--- src/hw/rtl/chbm_pkg.sv ---
// Shared types, constants and the popcount function of the census best-match block.
package chbm_pkg;

    localparam int SAMPLE_COUNT = 16;
    localparam int WORD_BITS = 16;
    localparam int IDX_W = 16;
    localparam int SUM_CAP = WORD_BITS * SAMPLE_COUNT;
    localparam int SUM_W = $clog2(SUM_CAP + 1);
    localparam int CNT_W = $clog2(WORD_BITS + 1);
    localparam int NIB_COUNT = WORD_BITS / 4;
    localparam int LIMIT_W = 9;
    localparam logic [LIMIT_W-1:0] MATCH_LIMIT_RESET = LIMIT_W'(257);
    localparam int QUEUE_DEPTH = 4;
    localparam int QPTR_W = $clog2(QUEUE_DEPTH);
    localparam int QCNT_W = $clog2(QUEUE_DEPTH + 1);

    typedef struct packed {
        logic [WORD_BITS-1:0] left_census;
        logic [WORD_BITS-1:0] right_census;
        logic [IDX_W-1:0]     query_index;
        logic [IDX_W-1:0]     candidate_index;
        logic                 last_word;
        logic                 last_candidate;
    } in_word_t;

    typedef struct packed {
        logic [IDX_W-1:0] matched_query;
        logic [IDX_W-1:0] best_candidate;
        logic [SUM_W-1:0] best_distance;
        logic             accepted;
    } out_word_t;

    typedef struct packed {
        logic [CNT_W-1:0] pop_count;
        logic [IDX_W-1:0] query_index;
        logic [IDX_W-1:0] candidate_index;
        logic             last_word;
        logic             last_candidate;
    } mid_word_t;

    typedef struct packed {
        logic full;
        logic empty;
    } q_stat_t;

    function automatic logic [CNT_W-1:0] popcount(input logic [WORD_BITS-1:0] v);
        logic [2:0]       nib [NIB_COUNT];
        logic [CNT_W-1:0] total;
        for (int j = 0; j < NIB_COUNT; j++)
        begin
            nib[j] = 3'(v[4*j]) + 3'(v[4*j+1]) + 3'(v[4*j+2]) + 3'(v[4*j+3]);
        end
        total = '0;
        for (int j = 0; j < NIB_COUNT; j++)
        begin
            total = total + CNT_W'(nib[j]);
        end
        return total;
    endfunction

endpackage

--- src/hw/rtl/census_hamming_best_match.sv ---
// Top level of the census Hamming best-match search.
//
//   channel   direction  handshake               word
//   in_word   in         push / full             one census pair with indexes and marks
//   out_word  out        pop / empty             query, best candidate, distance, accepted
//   cfg       in         cfg_valid / cfg_ready   match limit
//
// One word per cycle unless full or a waiting result holds the flow: the popcount forms as a word
// enters the four-entry queue, and the back end adds, saturates and compares as it pops the word.
// A result is registered and reaches out_word once the back end takes its final word from the queue.
// Words that make no result keep flowing while a result waits; one that would make another
// result stays at the head, and full rises once the queue holds four words.
// Reset empties the queue, drops any result and search state, and sets the match limit to 257.
module census_hamming_best_match (
    input  logic                          clk,
    input  logic                          rst_n,
    input  logic                          push,
    output logic                          full,
    input  chbm_pkg::in_word_t            in_word,
    output logic                          empty,
    input  logic                          pop,
    output chbm_pkg::out_word_t           out_word,
    input  logic                          cfg_valid,
    output logic                          cfg_ready,
    input  logic [chbm_pkg::LIMIT_W-1:0]  cfg_data
);
    import chbm_pkg::*;

    logic [LIMIT_W-1:0] match_limit_reg, match_limit_next;
    q_stat_t            q_stat;
    logic               q_push;
    logic               q_pop;
    mid_word_t          q_in;
    mid_word_t          q_out;

    assign cfg_ready        = 1'b1;
    assign match_limit_next = (cfg_valid && cfg_ready) ? cfg_data : match_limit_reg;

    always_ff @(posedge clk or negedge rst_n)
    begin
        if (!rst_n)
        begin
            match_limit_reg <= MATCH_LIMIT_RESET;
        end
        else
        begin
            match_limit_reg <= match_limit_next;
        end
    end

    chbm_front u_front (
        .push    (push),
        .full    (full),
        .in_word (in_word),
        .q_stat  (q_stat),
        .q_push  (q_push),
        .q_data  (q_in)
    );

    chbm_queue u_queue (
        .clk       (clk),
        .rst_n     (rst_n),
        .push      (q_push),
        .push_data (q_in),
        .pop       (q_pop),
        .pop_data  (q_out),
        .stat      (q_stat)
    );

    chbm_back u_back (
        .clk         (clk),
        .rst_n       (rst_n),
        .q_stat      (q_stat),
        .q_data      (q_out),
        .q_pop       (q_pop),
        .match_limit (match_limit_reg),
        .empty       (empty),
        .pop         (pop),
        .out_word    (out_word)
    );

endmodule

--- src/hw/rtl/chbm_front.sv ---
// Front end: accepts census word pairs and reduces each to its XOR popcount.
module chbm_front (
    input  logic                push,
    output logic                full,
    input  chbm_pkg::in_word_t  in_word,
    input  chbm_pkg::q_stat_t   q_stat,
    output logic                q_push,
    output chbm_pkg::mid_word_t q_data
);
    import chbm_pkg::*;

    assign full   = q_stat.full;
    assign q_push = push && !q_stat.full;

    always_comb
    begin
        q_data.pop_count       = popcount(in_word.left_census ^ in_word.right_census);
        q_data.query_index     = in_word.query_index;
        q_data.candidate_index = in_word.candidate_index;
        q_data.last_word       = in_word.last_word;
        q_data.last_candidate  = in_word.last_candidate;
    end

endmodule

--- src/hw/rtl/chbm_queue.sv ---
// Short queue of classified words between the front and back ends.
module chbm_queue (
    input  logic                clk,
    input  logic                rst_n,
    input  logic                push,
    input  chbm_pkg::mid_word_t push_data,
    input  logic                pop,
    output chbm_pkg::mid_word_t pop_data,
    output chbm_pkg::q_stat_t   stat
);
    import chbm_pkg::*;

    mid_word_t           slot_reg [QUEUE_DEPTH];
    logic [QPTR_W-1:0]   wr_ptr_reg, wr_ptr_next;
    logic [QPTR_W-1:0]   rd_ptr_reg, rd_ptr_next;
    logic [QCNT_W-1:0]   count_reg, count_next;

    always_comb
    begin
        wr_ptr_next = push ? QPTR_W'(wr_ptr_reg + 1'b1) : wr_ptr_reg;
        rd_ptr_next = pop ? QPTR_W'(rd_ptr_reg + 1'b1) : rd_ptr_reg;
        count_next  = count_reg;
        if (push && !pop)
        begin
            count_next = QCNT_W'(count_reg + 1'b1);
        end
        else if (pop && !push)
        begin
            count_next = QCNT_W'(count_reg - 1'b1);
        end
    end

    always_ff @(posedge clk or negedge rst_n)
    begin
        if (!rst_n)
        begin
            wr_ptr_reg <= '0;
            rd_ptr_reg <= '0;
            count_reg  <= '0;
        end
        else
        begin
            wr_ptr_reg <= wr_ptr_next;
            rd_ptr_reg <= rd_ptr_next;
            count_reg  <= count_next;
        end
    end

    always_ff @(posedge clk)
    begin
        if (push)
        begin
            slot_reg[wr_ptr_reg] <= push_data;
        end
    end

    assign pop_data   = slot_reg[rd_ptr_reg];
    assign stat.full  = (count_reg == QCNT_W'(QUEUE_DEPTH));
    assign stat.empty = (count_reg == '0);

`ifndef SYNTHESIS
    a_count_bound: assert property (@(posedge clk) disable iff (!rst_n)
        count_reg <= QCNT_W'(QUEUE_DEPTH))
        else $error("Queue count exceeds its depth.");
    a_no_overflow: assert property (@(posedge clk) disable iff (!rst_n)
        push |-> !stat.full)
        else $error("Queue written while full.");
    a_no_underflow: assert property (@(posedge clk) disable iff (!rst_n)
        pop |-> !stat.empty)
        else $error("Queue read while empty.");
`endif

endmodule

--- src/hw/rtl/chbm_back.sv ---
// Back end: accumulates distances, tracks the best candidate and holds the result word.
module chbm_back (
    input  logic                          clk,
    input  logic                          rst_n,
    input  chbm_pkg::q_stat_t             q_stat,
    input  chbm_pkg::mid_word_t           q_data,
    output logic                          q_pop,
    input  logic [chbm_pkg::LIMIT_W-1:0]  match_limit,
    output logic                          empty,
    input  logic                          pop,
    output chbm_pkg::out_word_t           out_word
);
    import chbm_pkg::*;

    logic [SUM_W-1:0] running_sum_reg, running_sum_next;
    logic             lowest_set_reg, lowest_set_next;
    logic [SUM_W-1:0] lowest_sum_reg, lowest_sum_next;
    logic [IDX_W-1:0] lowest_index_reg, lowest_index_next;
    logic             out_valid_reg, out_valid_next;
    out_word_t        out_word_reg, out_word_next;

    logic [SUM_W:0]   sum_raw;
    logic [SUM_W-1:0] sum_cap;
    logic             emit_now;
    logic             take_out;
    logic             better;
    logic [SUM_W-1:0] final_sum;
    logic [IDX_W-1:0] final_index;

    assign take_out = pop && out_valid_reg;
    assign emit_now = q_data.last_word && q_data.last_candidate;
    assign q_pop    = !q_stat.empty && (!out_valid_reg || take_out || !emit_now);

    assign sum_raw = {1'b0, running_sum_reg} + (SUM_W + 1)'(q_data.pop_count);
    assign sum_cap = (sum_raw > (SUM_W + 1)'(SUM_CAP)) ? SUM_W'(SUM_CAP) : sum_raw[SUM_W-1:0];
    assign better  = !lowest_set_reg || (sum_cap < lowest_sum_reg);

    assign final_sum   = better ? sum_cap : lowest_sum_reg;
    assign final_index = better ? q_data.candidate_index : lowest_index_reg;

    always_comb
    begin
        running_sum_next  = running_sum_reg;
        lowest_set_next   = lowest_set_reg;
        lowest_sum_next   = lowest_sum_reg;
        lowest_index_next = lowest_index_reg;
        out_valid_next    = take_out ? 1'b0 : out_valid_reg;
        out_word_next     = out_word_reg;
        if (q_pop)
        begin
            if (!q_data.last_word)
            begin
                running_sum_next = sum_cap;
            end
            else
            begin
                running_sum_next = '0;
                if (q_data.last_candidate)
                begin
                    lowest_set_next              = 1'b0;
                    out_valid_next               = 1'b1;
                    out_word_next.matched_query  = q_data.query_index;
                    out_word_next.best_candidate = final_index;
                    out_word_next.best_distance  = final_sum;
                    out_word_next.accepted       = (LIMIT_W'(final_sum) < match_limit);
                end
                else
                begin
                    lowest_set_next   = 1'b1;
                    lowest_sum_next   = final_sum;
                    lowest_index_next = final_index;
                end
            end
        end
    end

    always_ff @(posedge clk or negedge rst_n)
    begin
        if (!rst_n)
        begin
            running_sum_reg <= '0;
            lowest_set_reg  <= 1'b0;
            out_valid_reg   <= 1'b0;
        end
        else
        begin
            running_sum_reg <= running_sum_next;
            lowest_set_reg  <= lowest_set_next;
            out_valid_reg   <= out_valid_next;
        end
    end

    always_ff @(posedge clk)
    begin
        lowest_sum_reg   <= lowest_sum_next;
        lowest_index_reg <= lowest_index_next;
        out_word_reg     <= out_word_next;
    end

    assign empty    = !out_valid_reg;
    assign out_word = out_word_reg;

`ifndef SYNTHESIS
    a_sum_bound: assert property (@(posedge clk) disable iff (!rst_n)
        running_sum_reg <= SUM_W'(SUM_CAP))
        else $error("Running sum above its saturation value.");
    a_result_bound: assert property (@(posedge clk) disable iff (!rst_n)
        out_valid_reg |-> (out_word_reg.best_distance <= SUM_W'(SUM_CAP)))
        else $error("Result distance above its saturation value.");
    a_result_hold: assert property (@(posedge clk) disable iff (!rst_n)
        (out_valid_reg && !pop) |=> (out_valid_reg && $stable(out_word_reg)))
        else $error("Waiting result word changed before it was popped.");
`endif

endmodule
--- config.mk ---
export PLATFORM = sky130hd
export DESIGN_NAME = census_hamming_best_match
export DESIGN_NICKNAME = d
export VERILOG_FILES = /design/src/hw/rtl/chbm_pkg.sv /design/src/hw/rtl/census_hamming_best_match.sv /design/src/hw/rtl/chbm_front.sv /design/src/hw/rtl/chbm_queue.sv /design/src/hw/rtl/chbm_back.sv
export SDC_FILE = /design/constraint.sdc
export NUM_CORES = 1
export LEC_CHECK = 0
export BUFFER_PORTS_ARGS = -buffer_cell sky130_fd_sc_hd__buf_2
export CORE_ASPECT_RATIO = 0.7
export CORE_MARGIN = 2
export CORE_UTILIZATION = 50
export CTS_CLUSTER_DIAMETER = 50
export DETAILED_ROUTE_END_ITERATION = 16
export GPL_TIMING_DRIVEN = 0
export HOLD_SLACK_MARGIN = 0.15
export PLACE_DENSITY = 0.7
export SLEW_MARGIN = 20
export SYNTH_ARGS = -nofsm -noshare
export SYNTH_HDL_FRONTEND = slang
export SYNTH_HIERARCHICAL = 1
export SYNTH_SLANG_ARGS = --single-unit
--- constraint.sdc ---
create_clock -name clk -period 12.8 [get_ports clk]
set_input_delay 1.92 -clock clk [delete_from_list [all_inputs] [get_ports clk]]
set_output_delay 1.92 -clock clk [all_outputs]
set_load 0.05 [all_outputs]
==> results.json <==
{
  "end_kind": "register",
  "cap_violations": 0,
  "ys_ff_latch": 250,
  "stdcell_count": 1147,
  "cpPeakStageDelay_ns": 0.55,
  "synth_top_area_share_pct": 58.7,
  "syn_nets": 815,
  "nets": 939,
  "clock_path_buffers": 3,
  "synth_compound_area_share_pct": 7.76,
  "cts_tree": "done",
  "grt_usage_pct": 18.7,
  "grt_start_max_net_pins": 28,
  "port_buffers": 88,
  "ir_drop_mv": 0.155,
  "seq_area_um2": 7370,
  "cts.clk_slew.worst_paths_ns": 0.06,
  "hold_class": "reg -> reg",
  "grt_pass1_wl_um": 34600,
  "synthTopCellsByArea": "edfxtp_1 (59%), mux4_2 (7.5%), dfrtp_1 (5.5%)",
  "fp.dieH_um": 130,
  "diodes": 0,
  "async_reset_ff_share_pct": 10.8,
  "routabilityCongestion": 0.822,
  "worstSetupStartpointType": "register",
  "hold_viol_final": 0,
  "antenna_found_initial": 0,
  "yosysUniqueCellTypes": 67,
  "synth-simple-area-share_pct": 5.07,
  "routed-via-count": 6203,
  "fmax_mhz": 145,
  "layout-drive-gt1-share_pct": 34.0,
  "required_ns": 13.18,
  "core_region_area_um2": 22500,
  "status": "finished clean",
  "postCtsHoldBufs": 0,
  "detail-route-antenna-nets": 0,
  "cts_resized": 0,
  "first_pass_iters": 5,
  "largest_register_ffs": 156,
  "critPathSlowestCell": "a21boi_1",
  "powerDensity_nw_per_um2": 295,
  "h-tree-depth": 1,
  "hpwl_um": 15300,
  "top_level_ports": 125,
  "post-route-min-period_ns": 6.90,
  "crit_family": "compound AO/OA/AOI/OAI gates",
  "setup_viol": 0,
  "synthXorXnorAreaFrac_pct": 2.15,
  "ys_warn_count": 6,
  "dieArea_um2": 24100,
  "syn_inst": 692,
  "ys.flop_type": "edfxtp_1",
  "synthAdderAreaFrac_pct": 5.50,
  "tns_ns": 0,
  "multi_input_area_um2": 3400,
  "viasPerCell": 5.41,
  "clock_latency_ns": 0.53,
  "drc": 0,
  "max-slew-margin-rel_pct": 50.4,
  "die_w_um": 185,
  "synth_edf_count": 223,
  "crit_type": "reg -> reg",
  "overflow": 0,
  "fill_cells": 1690,
  "p_leak_nw": 5.07,
  "fin_crit_sh_pct": 53.9,
  "rsz0062_at_grt": "false",
  "drv_slew": 0,
  "drtIter0Drc": 448,
  "synth.area.mux_share_pct": 9.11,
  "cts_buffers": 25,
  "wl_um": 21800,
  "worst_slew_pin_slew_ns": 0.744,
  "syn_area_um2": 11400,
  "crit_arrival_ns": 7.28,
  "clkSinkCount": 250,
  "critPathBufInv": 4,
  "avgRoutedWirePerCell_um": 19.0,
  "syn_area_per_cell_um2": 16.5,
  "root_buffer": "clkbuf_16",
  "syn2layout_area_growth_pct": 16.5,
  "grt_pass1_vias": 6434,
  "skew_ns": 0.00800,
  "post_cts_buffers": 0,
  "placed_cells": 1101,
  "path_max_fanout": 10,
  "yosysSeqAreaShare_pct": 64.6,
  "num_rows": 46,
  "synth_top_family_by_area": "multiplexers",
  "start_util_pct": 50.7,
  "yosysTopAreaCell": "edfxtp_1"
}
==> power by group <==
part | switching [mW] | internal (mW) | leakage [nW] | total (mW)
Sequential | 0.0780 | 1.30 | 2.39 | 1.38
Clock | 0.311 | 0.446 | 0.416 | 0.757
Combinational | 1.13 | 0.661 | 2.26 | 1.79
Total | 1.52 | 2.40 | 5.07 | 3.92
==> routing by layer <==
layer	wire, µm	track usage (%)	part of all wire, %	vias up
met3	1300	3.99	6.0	37
met1	9760	26.1	45	3125
li1	-	-	-	2871
met4	393	4.28	1.8	0
met2	10400	30.7	48	170
met5	0	0	0	-
==> logic make-up after synthesis <==
logic type,Yosys count
flops,250
compound gates,100
simple gates,114
fa+ha+maj,43
xor+xnor,28
buf+inv,106
mux,50
other cells,1
==> cell type report <==
type	count	share of cell area, %
flip-flops and latches	250	55.5
multi-input cells	336	25.6
clock buffers	30	4.85
repair buffers	97	4.70
plain buffers	66	3.79
well taps	312	2.94
clock inverters	16	1.57
inverters	40	1.13
==> metrics by stage <==
step	util [%]	setup slack (ns)	total power [mW]	instance area [µm²]	hold slack [ns]
after global placement	54.4	6.15	3.07	12200	0.474
after detailed placement	55.3	6.00	3.18	12400	0.483
after CTS	59.1	5.95	3.95	13300	0.494
final	59.1	5.90	3.92	13300	0.493
after floorplan	-	6.98	2.70	11400	0.456
after global routing	59.1	5.56	4.16	13300	0.510
==> path summary, 6_finish.rpt <==
| kind | from | to | slack, ns | cells past startpoint |
|---|---|---|---|---|
| min in group asynchronous | rst_n | match_limit_reg[5] | 1.40 | 1 |
| max in group asynchronous | rst_n | u_queue/rd_ptr_reg[1] | 10.97 | 1 |
| hold reg to reg | u_queue/count_reg[2] | u_queue/count_reg[2] | 0.49 | 1 |
| setup / recovery | u_queue/rd_ptr_reg[0] | u_back/out_word[0] | 5.90 | 27 |
| setup reg to reg | u_queue/rd_ptr_reg[0] | u_back/out_word[0] | 5.90 | 27 |
| hold / removal | u_queue/count_reg[2] | u_queue/count_reg[2] | 0.49 | 1 |
==> cells in the final DEF, fill, tap and decap left out, drive strengths merged, types with 6 or more instances in the layout <==
cell type  netlist  routed
o21ai            7       7
a21o             8       8
o2111ai         18      18
nand2           51      51
edfxtp         223     223
mux4            39      39
xnor2           10      10
clkbuf           8      38
nor2b            6       6
a21oi            8       8
fa              12      12
a22o             7       7
nor2            22      22
nor3             7       7
inv             40      43
clkinv           0       7
buf             58     155
o2bb2ai          7       7
ha              31      31
o211ai          19      19
mux2            11      11
xor2            18      18
dfrtp           25      25
==> Yosys cell counts, types with 4 or more instances <==
| master | instances |
|---|---|
| and2_1 | 5 |
| ha_1 | 31 |
| nor2_1 | 21 |
| o21a_1 | 5 |
| buf_4 | 36 |
| nor3_1 | 6 |
| o2bb2ai_1 | 6 |
| xnor2_1 | 10 |
| o211ai_1 | 6 |
| buf_2 | 14 |
| nand2_1 | 51 |
| mux2_4 | 9 |
| dfrtp_1 | 25 |
| o2111ai_1 | 18 |
| nor2b_1 | 6 |
| a21oi_1 | 7 |
| inv_1 | 40 |
| fa_1 | 12 |
| xor2_1 | 18 |
| mux4_2 | 38 |
| edfxtp_1 | 223 |
| a21o_1 | 8 |
| buf_12 | 5 |
| nand4_1 | 4 |
| clkbuf_1 | 8 |
| o211ai_2 | 13 |
| a22o_1 | 7 |
Power figures use the tool's default switching activity.
